### config.mk
export PLATFORM = sky130hd
export DESIGN_NAME = accidental_pitch_tracker_top
export DESIGN_NICKNAME = d
export VERILOG_FILES = /design/src/rtl/apt_pkg.sv /design/src/rtl/apt_ram.sv /design/src/rtl/apt_decode.sv /design/src/rtl/apt_resolve.sv /design/src/rtl/accidental_pitch_tracker_top.sv
export SDC_FILE = /design/constraint.sdc
export NUM_CORES = 1
export LEC_CHECK = 0
export ABC_AREA = 1
export BUFFER_PORTS_ARGS = -buffer_cell sky130_fd_sc_hd__buf_2
export CAP_MARGIN = 0
export CORE_MARGIN = 1
export CORE_UTILIZATION = 56
export CTS_CLUSTER_DIAMETER = 200
export CTS_CLUSTER_SIZE = 10
export DETAILED_ROUTE_END_ITERATION = 8
export MAX_ROUTING_LAYER = met4
export PLACE_DENSITY_LB_ADDON = 0.08
export SYNTH_ARGS = -nofsm -noshare
export SYNTH_HDL_FRONTEND = slang
export SYNTH_HIERARCHICAL = 1
export SYNTH_SLANG_ARGS = --single-unit
### constraint.sdc
create_clock -name aclk -period 3.8 [get_ports aclk]
set_clock_uncertainty 0.1 [all_clocks]
set_input_delay 0.38 -clock aclk [delete_from_list [all_inputs] [get_ports aclk]]
set_output_delay 0.38 -clock aclk [all_outputs]
set_load 0.005 [all_outputs]
### src/rtl/apt_pkg.sv
// ---------------------------------------------------------------------------
// apt_pkg: accidental pitch tracker shared types and constants
// Accidental codes, decoded request struct, key signature and letter tables.
// ---------------------------------------------------------------------------
package apt_pkg;

    typedef enum logic [1:0] {
        ACC_NONE    = 2'd0,
        ACC_SHARP   = 2'd1,
        ACC_FLAT    = 2'd2,
        ACC_NATURAL = 2'd3
    } acc_t;

    localparam logic [3:0] OCT_OFFSET    = 4'd4;
    localparam logic [3:0] OCT_MAX       = 4'd9;
    localparam logic [7:0] SEMIS_PER_OCT = 8'd12;
    localparam logic [2:0] LETTER_MAX    = 3'd6;
    localparam logic [1:0] KEY_MULT      = 2'd1;

    typedef struct packed {
        logic       is_bar;
        logic       is_note;
        logic [2:0] letter;
        acc_t       acc;
        logic [1:0] mult;
        logic [3:0] oct;
    } dec_t;

    typedef struct packed {
        acc_t       acc;
        logic [1:0] mult;
    } line_ent_t;

    function automatic logic [3:0] letter_semis(input logic [2:0] letter);
        logic [3:0] s;
        unique case (letter)
            3'd0:    s = 4'd0;
            3'd1:    s = 4'd2;
            3'd2:    s = 4'd4;
            3'd3:    s = 4'd5;
            3'd4:    s = 4'd7;
            3'd5:    s = 4'd9;
            3'd6:    s = 4'd11;
            default: s = 4'd0;
        endcase
        return s;
    endfunction

    // position of the letter in the order of sharps (F C G D A E B)
    function automatic logic [3:0] sharp_pos(input logic [2:0] letter);
        logic [3:0] p;
        unique case (letter)
            3'd0:    p = 4'd1;
            3'd1:    p = 4'd3;
            3'd2:    p = 4'd5;
            3'd3:    p = 4'd0;
            3'd4:    p = 4'd2;
            3'd5:    p = 4'd4;
            3'd6:    p = 4'd6;
            default: p = 4'd7;
        endcase
        return p;
    endfunction

    // position of the letter in the order of flats (B E A D G C F)
    function automatic logic [3:0] flat_pos(input logic [2:0] letter);
        logic [3:0] p;
        unique case (letter)
            3'd0:    p = 4'd5;
            3'd1:    p = 4'd3;
            3'd2:    p = 4'd1;
            3'd3:    p = 4'd6;
            3'd4:    p = 4'd4;
            3'd5:    p = 4'd2;
            3'd6:    p = 4'd0;
            default: p = 4'd7;
        endcase
        return p;
    endfunction

    function automatic acc_t key_accidental(input logic signed [3:0] key,
                                            input logic [2:0] letter);
        logic signed [4:0] k;
        logic signed [4:0] ps;
        logic signed [4:0] pf;
        acc_t a;
        k  = {key[3], key};
        ps = $signed({1'b0, sharp_pos(letter)});
        pf = $signed({1'b0, flat_pos(letter)});
        if (k > ps) begin
            a = ACC_SHARP;
        end else if (k < -pf) begin
            a = ACC_FLAT;
        end else begin
            a = ACC_NONE;
        end
        return a;
    endfunction

endpackage

### src/rtl/apt_ram.sv
// ---------------------------------------------------------------------------
// apt_ram: generic single-port-write RAM with registered read
// One write and one read port; read data updates only on read enable.
// ---------------------------------------------------------------------------
module apt_ram #(
    parameter int WIDTH = 4,
    parameter int DEPTH = 70
) (
    input  logic                     aclk,
    input  logic                     wr_en,
    input  logic [$clog2(DEPTH)-1:0] wr_addr,
    input  logic [WIDTH-1:0]         wr_data,
    input  logic                     rd_en,
    input  logic [$clog2(DEPTH)-1:0] rd_addr,
    output logic [WIDTH-1:0]         rd_data
);

    logic [WIDTH-1:0] mem [DEPTH];
    logic [WIDTH-1:0] rd_data_reg;

    always_ff @(posedge aclk) begin
        if (wr_en) begin
            mem[wr_addr] <= wr_data;
        end
        if (rd_en) begin
            rd_data_reg <= mem[rd_addr];
        end
    end

    assign rd_data = rd_data_reg;

endmodule

### src/rtl/apt_decode.sv
// ---------------------------------------------------------------------------
// apt_decode: request decode and stave line index
// Offsets and clamps the octave, classifies the request, forms the line index.
// ---------------------------------------------------------------------------
module apt_decode
    import apt_pkg::*;
#(
    parameter int NOTE_LINES = 70
) (
    input  logic                          mode,
    input  logic [2:0]                    note_letter,
    input  logic [1:0]                    accidental,
    input  logic [1:0]                    multiplier,
    input  logic signed [3:0]             octave,
    output dec_t                          dec,
    output logic [$clog2(NOTE_LINES)-1:0] line
);

    localparam int LINE_W = $clog2(NOTE_LINES);
    localparam int CALC_W = (LINE_W > 7) ? LINE_W : 7;

    logic signed [4:0] oct_off;
    logic [3:0]        oct_clamp;
    logic [CALC_W-1:0] raw_line;
    logic [CALC_W-1:0] sel_line;

    always_comb begin
        oct_off = $signed({octave[3], octave}) + $signed({1'b0, OCT_OFFSET});
        if (oct_off < 0) begin
            oct_clamp = 4'd0;
        end else if (oct_off > $signed({1'b0, OCT_MAX})) begin
            oct_clamp = OCT_MAX;
        end else begin
            oct_clamp = oct_off[3:0];
        end
        raw_line = (CALC_W'(oct_clamp) << 3) - CALC_W'(oct_clamp) + CALC_W'(note_letter);
        sel_line = (raw_line < CALC_W'(NOTE_LINES)) ? raw_line : '0;
    end

    assign line        = sel_line[LINE_W-1:0];
    assign dec.is_bar  = mode;
    assign dec.is_note = !mode && (note_letter <= LETTER_MAX);
    assign dec.letter  = note_letter;
    assign dec.acc     = acc_t'(accidental);
    assign dec.mult    = multiplier;
    assign dec.oct     = oct_clamp;

endmodule

### src/rtl/apt_resolve.sv
// ---------------------------------------------------------------------------
// apt_resolve: accidental selection and pitch computation
// Picks explicit, remembered or key accidental and forms the semitone pitch.
// ---------------------------------------------------------------------------
module apt_resolve
    import apt_pkg::*;
(
    input  dec_t              item,
    input  line_ent_t         stored,
    input  logic              stored_vld,
    input  logic signed [3:0] key,
    output logic signed [7:0] pitch
);

    acc_t       eff_acc;
    logic [1:0] eff_mult;
    logic [7:0] base;

    always_comb begin
        if (item.acc != ACC_NONE) begin
            eff_acc  = item.acc;
            eff_mult = item.mult;
        end else if (stored_vld && stored.acc != ACC_NONE) begin
            eff_acc  = stored.acc;
            eff_mult = stored.mult;
        end else begin
            eff_acc  = key_accidental(key, item.letter);
            eff_mult = KEY_MULT;
        end

        base = 8'(item.oct) * SEMIS_PER_OCT + 8'(letter_semis(item.letter));

        case (eff_acc)
            ACC_SHARP: pitch = $signed(base + {6'd0, eff_mult});
            ACC_FLAT:  pitch = $signed(base - {6'd0, eff_mult});
            default:   pitch = $signed(base);
        endcase
    end

endmodule

### src/rtl/accidental_pitch_tracker_top.sv
// ---------------------------------------------------------------------------
// accidental_pitch_tracker_top: note stream to absolute semitone pitch
// Tracks per-line accidentals within a bar and applies the key signature.
// ---------------------------------------------------------------------------
// Takes one request per cycle while the output is not stalled, and delivers
// a note's pitch through decode and line-memory read at the accepting edge,
// then resolve into the result register once the output is free. Bar lines
// and notes with letter code 7 give no result. Remembered accidentals sit in
// a NOTE_LINES-entry RAM with one valid flop per line; a bar line clears all
// flags at once, so there is no clearing pass after reset. A note that
// immediately follows a note on the same line sees its accidental through a
// bypass register. The key signature is written through cfg_wr_en/cfg_wr_data
// by the user only while idle; the block itself does not enforce this.
// ---------------------------------------------------------------------------
module accidental_pitch_tracker_top
    import apt_pkg::*;
#(
    parameter int NOTE_LINES = 70
) (
    input  logic              aclk,
    input  logic              aresetn,
    input  logic              cfg_wr_en,
    input  logic signed [3:0] cfg_wr_data,
    input  logic              s_valid,
    output logic              s_ready,
    input  logic              s_mode,
    input  logic [2:0]        s_note_letter,
    input  logic [1:0]        s_accidental,
    input  logic [1:0]        s_multiplier,
    input  logic signed [3:0] s_octave,
    output logic              m_valid,
    input  logic              m_ready,
    output logic signed [7:0] m_pitch_semitones
);

    localparam int LINE_W = $clog2(NOTE_LINES);
    localparam int ENT_W  = $bits(line_ent_t);

    logic signed [3:0]  key_reg;
    logic               s1_valid_reg;
    logic               s1_valid_next;
    dec_t               s1_item_reg;
    logic [LINE_W-1:0]  s1_line_reg;
    logic               byp_hit_reg;
    logic               byp_hit_next;
    line_ent_t          byp_data_reg;
    logic [NOTE_LINES-1:0] line_vld_reg;
    logic [NOTE_LINES-1:0] line_vld_next;
    logic               m_valid_reg;
    logic               m_valid_next;
    logic signed [7:0]  pitch_reg;

    dec_t               dec;
    logic [LINE_W-1:0]  dec_line;
    logic               out_free;
    logic               s1_adv;
    logic               s_fire;
    logic               wr_en;
    line_ent_t          wr_ent;
    logic [ENT_W-1:0]   rd_data;
    line_ent_t          stored;
    logic               stored_vld;
    logic signed [7:0]  pitch;

    apt_decode #(
        .NOTE_LINES (NOTE_LINES)
    ) u_decode (
        .mode        (s_mode),
        .note_letter (s_note_letter),
        .accidental  (s_accidental),
        .multiplier  (s_multiplier),
        .octave      (s_octave),
        .dec         (dec),
        .line        (dec_line)
    );

    apt_ram #(
        .WIDTH (ENT_W),
        .DEPTH (NOTE_LINES)
    ) u_line_ram (
        .aclk    (aclk),
        .wr_en   (wr_en),
        .wr_addr (s1_line_reg),
        .wr_data (wr_ent),
        .rd_en   (s_fire),
        .rd_addr (dec_line),
        .rd_data (rd_data)
    );

    apt_resolve u_resolve (
        .item       (s1_item_reg),
        .stored     (stored),
        .stored_vld (stored_vld),
        .key        (key_reg),
        .pitch      (pitch)
    );

    always_comb begin
        out_free     = !m_valid_reg || m_ready;
        s1_adv       = s1_valid_reg && out_free;
        s_ready      = !s1_valid_reg || out_free;
        s_fire       = s_valid && s_ready;

        wr_en        = s1_adv && s1_item_reg.is_note && (s1_item_reg.acc != ACC_NONE);
        wr_ent.acc   = s1_item_reg.acc;
        wr_ent.mult  = s1_item_reg.mult;

        byp_hit_next = wr_en && (s1_line_reg == dec_line);

        stored       = byp_hit_reg ? byp_data_reg : line_ent_t'(rd_data);
        stored_vld   = byp_hit_reg || line_vld_reg[s1_line_reg];

        if (s_fire) begin
            s1_valid_next = 1'b1;
        end else if (s1_adv) begin
            s1_valid_next = 1'b0;
        end else begin
            s1_valid_next = s1_valid_reg;
        end

        line_vld_next = line_vld_reg;
        if (s1_adv && s1_item_reg.is_bar) begin
            line_vld_next = '0;
        end else if (wr_en) begin
            line_vld_next[s1_line_reg] = 1'b1;
        end

        if (s1_adv) begin
            m_valid_next = s1_item_reg.is_note;
        end else if (m_ready) begin
            m_valid_next = 1'b0;
        end else begin
            m_valid_next = m_valid_reg;
        end
    end

    always_ff @(posedge aclk) begin
        if (!aresetn) begin
            key_reg      <= '0;
            s1_valid_reg <= 1'b0;
            line_vld_reg <= '0;
            m_valid_reg  <= 1'b0;
            byp_hit_reg  <= 1'b0;
        end else begin
            if (cfg_wr_en) begin
                key_reg <= cfg_wr_data;
            end
            s1_valid_reg <= s1_valid_next;
            line_vld_reg <= line_vld_next;
            m_valid_reg  <= m_valid_next;
            if (s_fire) begin
                byp_hit_reg <= byp_hit_next;
            end
        end
    end

    always_ff @(posedge aclk) begin
        if (s_fire) begin
            s1_item_reg  <= dec;
            s1_line_reg  <= dec_line;
            byp_data_reg <= wr_ent;
        end
        if (s1_adv) begin
            pitch_reg <= pitch;
        end
    end

    assign m_valid           = m_valid_reg;
    assign m_pitch_semitones = pitch_reg;

endmodule
==> results of run 1 <==
routing by layer:
| layer | vias to the layer above | global-route usage [%] |
|---|---|---|
| met1 | 6352 | 35.80 |
| met2 | 427 | 46.22 |
| met4 | 0 | 9.932 |
| li1 | 6476 | - |
| met3 | 98 | 3.590 |
| met5 | - | - |
synth_stat cells, types with 14 or more instances:
cell / number / area, sq um
buf_6: 16 / 180.2
inv_1: 121 / 454.2
clkbuf_1: 16 / 60.06
o21ai_0: 26 / 130.1
nand2_1: 535 / 2008
buf_4: 15 / 112.6
a21oi_1: 99 / 495.5
edfxtp_1: 316 / 9489
dfxtp_1: 77 / 1541
nand2_2: 14 / 87.58
ha_1: 31 / 387.9
buf_2: 32 / 160.2
nand3_1: 284 / 1421
nor2_1: 141 / 529.3
final timing paths:
| kind | from | end | slack [ps] | cells past startpoint |
|---|---|---|---|---|
| worst max-delay path | s1_item_reg[8] | m_pitch_semitones[7] | -20 | 22 |
| worst min-delay path | aresetn | m_valid | 30 | 3 |
| worst max register to register | s1_item_reg[8] | m_pitch_semitones[7] | -20 | 22 |
| worst min register to register | line_vld_reg[28] | line_vld_reg[28] | 350 | 2 |
final cells by class:
| type | instances | area share [%] |
|---|---|---|
| flip-flops and latches | 393 | 52.80 |
| repair buffers | 162 | 6.977 |
| clock inverters | 4 | 0.2396 |
| well taps | 402 | 2.407 |
| inverters | 138 | 2.551 |
| multi-input cells | 1226 | 29.40 |
| clock buffers | 58 | 5.623 |
worst max-delay path, cell delays in order, from the launching register on:
cell	delay, ps
edfxtp_1	440
buf_4	170
nor2_2	130
o21a_1	160
a21oi_1	80
ha_1	270
and3_1	170
o31ai_2	250
nor2_1	70
nor2_1	90
o21bai_1	80
ha_2	220
or2_4	280
ha_4	310
inv_2	60
nor3_2	210
a21oi_2	120
nor2_1	110
nor2_1	50
nand3_1	70
nand2_1	60
nand2_1	50
nand2_1	40
power by group:
group          switching (mW)  internal [mW]  total [mW]
combinational            1.78           1.06        2.83
sequential             0.0382           4.74        4.78
clock                    1.60           2.15        3.75
total                    3.41           7.95        11.4
cells by family after synthesis:
group | Yosys count | synth area share [%]
simple gates | 1017 | 24.50
flops | 393 | 61.21
buf+inv | 226 | 5.977
compound gates | 162 | 5.130
fa+ha+maj | 35 | 2.597
xor+xnor | 11 | 0.5346
mux | 1 | 0.05554
per-stage QoR:
stage	cell area [sq um]	setup TNS [ps]
5_1_grt	20890	-709.8
3_3_place_gp	19290	-1165
3_5_place_dp	19290	-1975
4_1_cts	20720	0
6_report	20890	-15.06
2_1_floorplan	18030	0
repair_timing:
action | in CTS | in global routing
setup endpoints to repair | 4 | 10
pin swaps | 7 | 8
gates resized for setup | 13 | 31
hold endpoints to repair | 13 | 0
cloned | 0 | 1
hold buffers | 13 | 0
setup buffers | 3 | 2
==> flow_summary.json, run 1 <==
{
  "violations": "negative setup slack",
  "final_cell_mix": "531 x nand2_1, 316 x edfxtp_1, 283 x nand3_1",
  "endpoint_kind": "flip-flop",
  "yosys_warnings": 6,
  "io_buffers": 30,
  "dieArea_sq_um": 32900,
  "firstDrtPassIters": 5,
  "slew_headroom_pct": 35.87,
  "clk_pin_slew_worst_paths_ps": 60,
  "num_antenna_cells": 0,
  "rows": 65,
  "grt_pass1_wl_mm": 69.72,
  "route.met3.wl_mm": 2.559,
  "start_kind": "flip-flop",
  "die_w_microns": 181.4,
  "outcome": "finished, violations left",
  "grt_pass1_vias": 13110,
  "htree_levels": 2,
  "grt_max_degree": 72,
  "ys.flop_type": "edfxtp_1",
  "cts_buffer_depth": 3,
  "cts_buffers": 45,
  "syn-num-nets": 1901,
  "worstSetupPathType": "reg -> reg",
  "leakage_nw": 8.055,
  "fmax_mhz": 262.1,
  "drc_errors": 0,
  "crit_fanout": 4,
  "placed_cells": 2302,
  "max-cap-violations": 0,
  "drt_wl_total_mm": 43.79,
  "multi_input_area_sq_um": 6143,
  "fin_crit_ps": 3815,
  "start_util_pct": 56.97,
  "ant_nets": 0,
  "syn_area_sq_um": 18020,
  "worstPathArrival_ps": 4020,
  "fin_nets": 2022,
  "clock-sinks": 393,
  "io_pins": 31,
  "fin_util_pct": 66.04,
  "synth.distinct_cells": 50,
  "drive_gt1_share_pct": 14.94,
  "fillers": 2472,
  "wl_met1_mm": 18.46,
  "dp_hpwl_mm": 27.75,
  "p_per_area_nw_per_um2": 543.9,
  "antenna_found_initial": 0,
  "area_growth_pct": 15.93,
  "clock_latency_ps": 560,
  "tightest_slew_ps": 953.1,
  "wl_met2_mm": 21.56,
  "largest_reg_flops": 280,
  "pre_cts_ws_ps": -320.2,
  "core_sq_um": 31640,
  "overflow": 0,
  "grt.total_usage_pct": 28.03,
  "layout_commonest_cell": "nand2_1",
  "cts_tree": "built",
  "vias_per_cell": 5.603,
  "synth_edf_count": 316,
  "rsz0062_at_grt": "yes",
  "drt_iter0_drc": 1146,
  "via_count": 13350,
  "synth-seq-area-share_pct": 61.21,
  "finalCritPeriodShare_pct": 100.4,
  "cts.root.buffer_cell": "clkbuf_16",
  "wl_per_cell_microns": 18.38,
  "gp_congestion": 0.8953,
  "ff_latch_area_sq_um": 11030,
  "die_y_microns": 181.4,
  "max-vdd-ir-drop_mv": 0.3502,
  "hold_violations": 0,
  "slew_viol_final": 0,
  "synthArstFlopShare_pct": 0,
  "instances_no_fill": 2383,
  "required_ps": 4010,
  "avgSynthCellArea_sq_um": 9.768,
  "finalSetupViolCount": 1,
  "syn-instance-count": 1845,
  "finalPower_mw": 11.36,
  "ys_seq_elements": 393,
  "fin_hold_ws_ps": 27.45,
  "setup_slack_ps": -15.06,
  "routed.top_layer": "met4",
  "hp-class": "in -> reg"
}
(Power assumes the default switching activity.)
==> run 2, diff against run 1 <==
--- a/config.mk
+++ b/config.mk
@@ -14,7 +14,7 @@
 export CTS_CLUSTER_SIZE = 10
 export DETAILED_ROUTE_END_ITERATION = 8
 export MAX_ROUTING_LAYER = met4
-export PLACE_DENSITY_LB_ADDON = 0.08
+export PLACE_DENSITY = 0.75
 export SYNTH_ARGS = -nofsm -noshare
 export SYNTH_HDL_FRONTEND = slang
 export SYNTH_HIERARCHICAL = 1
==> run 2 against run 1 <==
The flow still finishes with violations (negative setup slack). First-iteration DRC count rose by 4.5%. Flip-flop and latch count unchanged. Clock-buffer cell count is 3 lower. Clock power decreased by 1%. Setup slack lost 68 ps. Combinational power decreased by 4%. Register-to-register slack worse by 70 ps. Global-route usage shrank 1.3 points. Final cell count shrank 0.88%. Critical path depth grew 1. Sequential power is essentially flat. Routed wire length decreased by 3.1%.
==> flow_summary.json, run 2 (same netlist as run 1, synthesis figures left out) <==
{
  "crit_fanout": 4,
  "hold_violations": 0,
  "num_antenna_cells": 0,
  "clk_pin_slew_worst_paths_ps": 60,
  "fmax_mhz": 257.5,
  "die_w_microns": 181.4,
  "slowest_delay_ps": 430,
  "cts_buffers": 45,
  "finalCritPeriodShare_pct": 102.2,
  "dp_hpwl_mm": 26.56,
  "cts.root.buffer_cell": "clkbuf_16",
  "fillers": 2385,
  "area_growth_pct": 14.63,
  "cts_tree": "built",
  "dieArea_sq_um": 32900,
  "leakage_nw": 7.942,
  "fin_nets": 2005,
  "largest_reg_flops": 280,
  "drive_gt1_share_pct": 14.03,
  "io_pins": 31,
  "io_buffers": 30,
  "htree_levels": 2,
  "path_cells": "inv_1, nor2_2, inv_2, a21oi_4, a21oi_2, ha_1, inv_1, o21bai_1, a21oi_2, o31ai_2, nor2_1, nor2_1, o21bai_1, ha_2, or2_4, ha_4, a21oi_2, nand2_2, nand2_2, nand2_1, a21oi_2, xor2_1, o21ai_1",
  "rows": 65,
  "grt.total_usage_pct": 26.70,
  "crit_start": "s1_item_reg[8]",
  "grt_pass1_wl_mm": 67.28,
  "rsz0062_at_grt": "yes",
  "outcome": "finished, violations left",
  "max-vdd-ir-drop_mv": 0.4282,
  "endpoint_kind": "flip-flop",
  "hp-class": "in -> reg",
  "ff_latch_area_sq_um": 11030,
  "firstDrtPassIters": 5,
  "wl_per_cell_microns": 17.97,
  "p_per_area_nw_per_um2": 542.9,
  "layout_commonest_cell": "nand2_1",
  "setup_slack_ps": -83.14,
  "antenna_found_initial": 0,
  "drt_wl_total_mm": 42.44,
  "tns_ps": -188.7,
  "final_cell_mix": "531 x nand2_1, 316 x edfxtp_1, 284 x nand3_1",
  "drt_iter0_drc": 1197,
  "fin_crit_ps": 3883,
  "slew_headroom_pct": 16.84,
  "timing.rr.start": "s1_item_reg[8]",
  "start_kind": "flip-flop",
  "worstSetupPathType": "reg -> reg",
  "ant_nets": 0,
  "gp_congestion": 0.8714,
  "worstPathArrival_ps": 4070,
  "clock-sinks": 393,
  "crit_path_frequent_cell": "a21oi_2",
  "die_y_microns": 181.4,
  "tightest_slew_ps": 1246,
  "core_sq_um": 31640,
  "drc_errors": 0,
  "grt_pass1_vias": 13200,
  "multi_input_area_sq_um": 6108,
  "start_util_pct": 56.97,
  "clock_latency_ps": 540,
  "fin_hold_ws_ps": 10.92,
  "slew_viol_final": 0,
  "finalSetupViolCount": 3,
  "worstHoldStart": "cfg_wr_data[3]",
  "cp_slowest_cell": "edfxtp_1",
  "violations": "negative setup slack",
  "vias_per_cell": 5.720,
  "max-cap-violations": 0,
  "grt_max_degree": 72,
  "via_count": 13510,
  "overflow": 0,
  "required_ps": 3980,
  "cts_buffer_depth": 3
}
-- run 2: cell types whose count changed in the layout (fill, tap and decap cells not counted), sizes merged --
cell,previous run,this run
clkbuf,59,55
dlygate4sd3,13,10
buf,148,134
-- run 2: layout make-up --
class / count / area share (%)
Sequential cell: 393 / 53.39
Multi-Input combinational cell: 1226 / 29.57
Timing Repair Buffer: 144 / 6.099
Clock buffer: 55 / 5.632
Inverter: 138 / 2.580
Tap cell: 402 / 2.435
Clock inverter: 3 / 0.2665
Timing Repair inverter: 1 / 0.03028
-- run 2: critical path: cells and delay by family, from the launching register on --
kind	cells	cell delay, ps
compound gates	9	1160
simple gates	7	830
fa+ha+maj	3	760
flops	1	430
buf+inv	3	190
xor+xnor	1	160
-- run 2: where the power goes --
part           internal (mW)  leakage [nW]  switching, mW
combinational           1.01          3.86           1.72
clock                   2.14         0.589           1.57
sequential              4.75          3.49         0.0439
total                   7.89          7.94           3.33
-- run 2: worst paths after layout --
kind | to | slack (ps) | cells after the start
max | m_pitch_semitones[6] | -80 | 23
min | key_reg[3] | 10 | 3
max reg2reg | m_pitch_semitones[6] | -80 | 23
min reg2reg | line_vld_reg[24] | 350 | 2
-- run 2: what timing repair did --
action | 4_1_cts | 5_1_grt
pin swaps | 2 | 14
gates cloned | 1 | 0
gates resized for setup | 18 | 21
endpoints found under the hold margin | 10 | 0
setup endpoints to repair | 4 | 7
buffers inserted | 10 | 4
hold buffers | 10 | 0
-- run 2: through the flow --
stage,instance area (sq um),util (%),setup WS (ps),power [mW],std cells
detailed placement,19060,60.26,-271.3,7.386,2279
floorplan,18030,-,63.13,6.561,1845
global route,20660,65.30,-292.7,11.68,2362
finish,20660,65.30,-83.14,11.22,2362
CTS,20560,64.98,11.63,11.15,2358
global placement,19060,60.26,-242.2,7.344,2279
-- run 2: per-layer routing --
layer | up-vias | global-route usage, % | wire length (microns)
met5 | - | - | 0
met4 | 0 | 8.610 | 1235
met3 | 108 | 3.570 | 2977
met2 | 589 | 44.94 | 21020
met1 | 6370 | 33.55 | 17210
li1 | 6444 | - | -
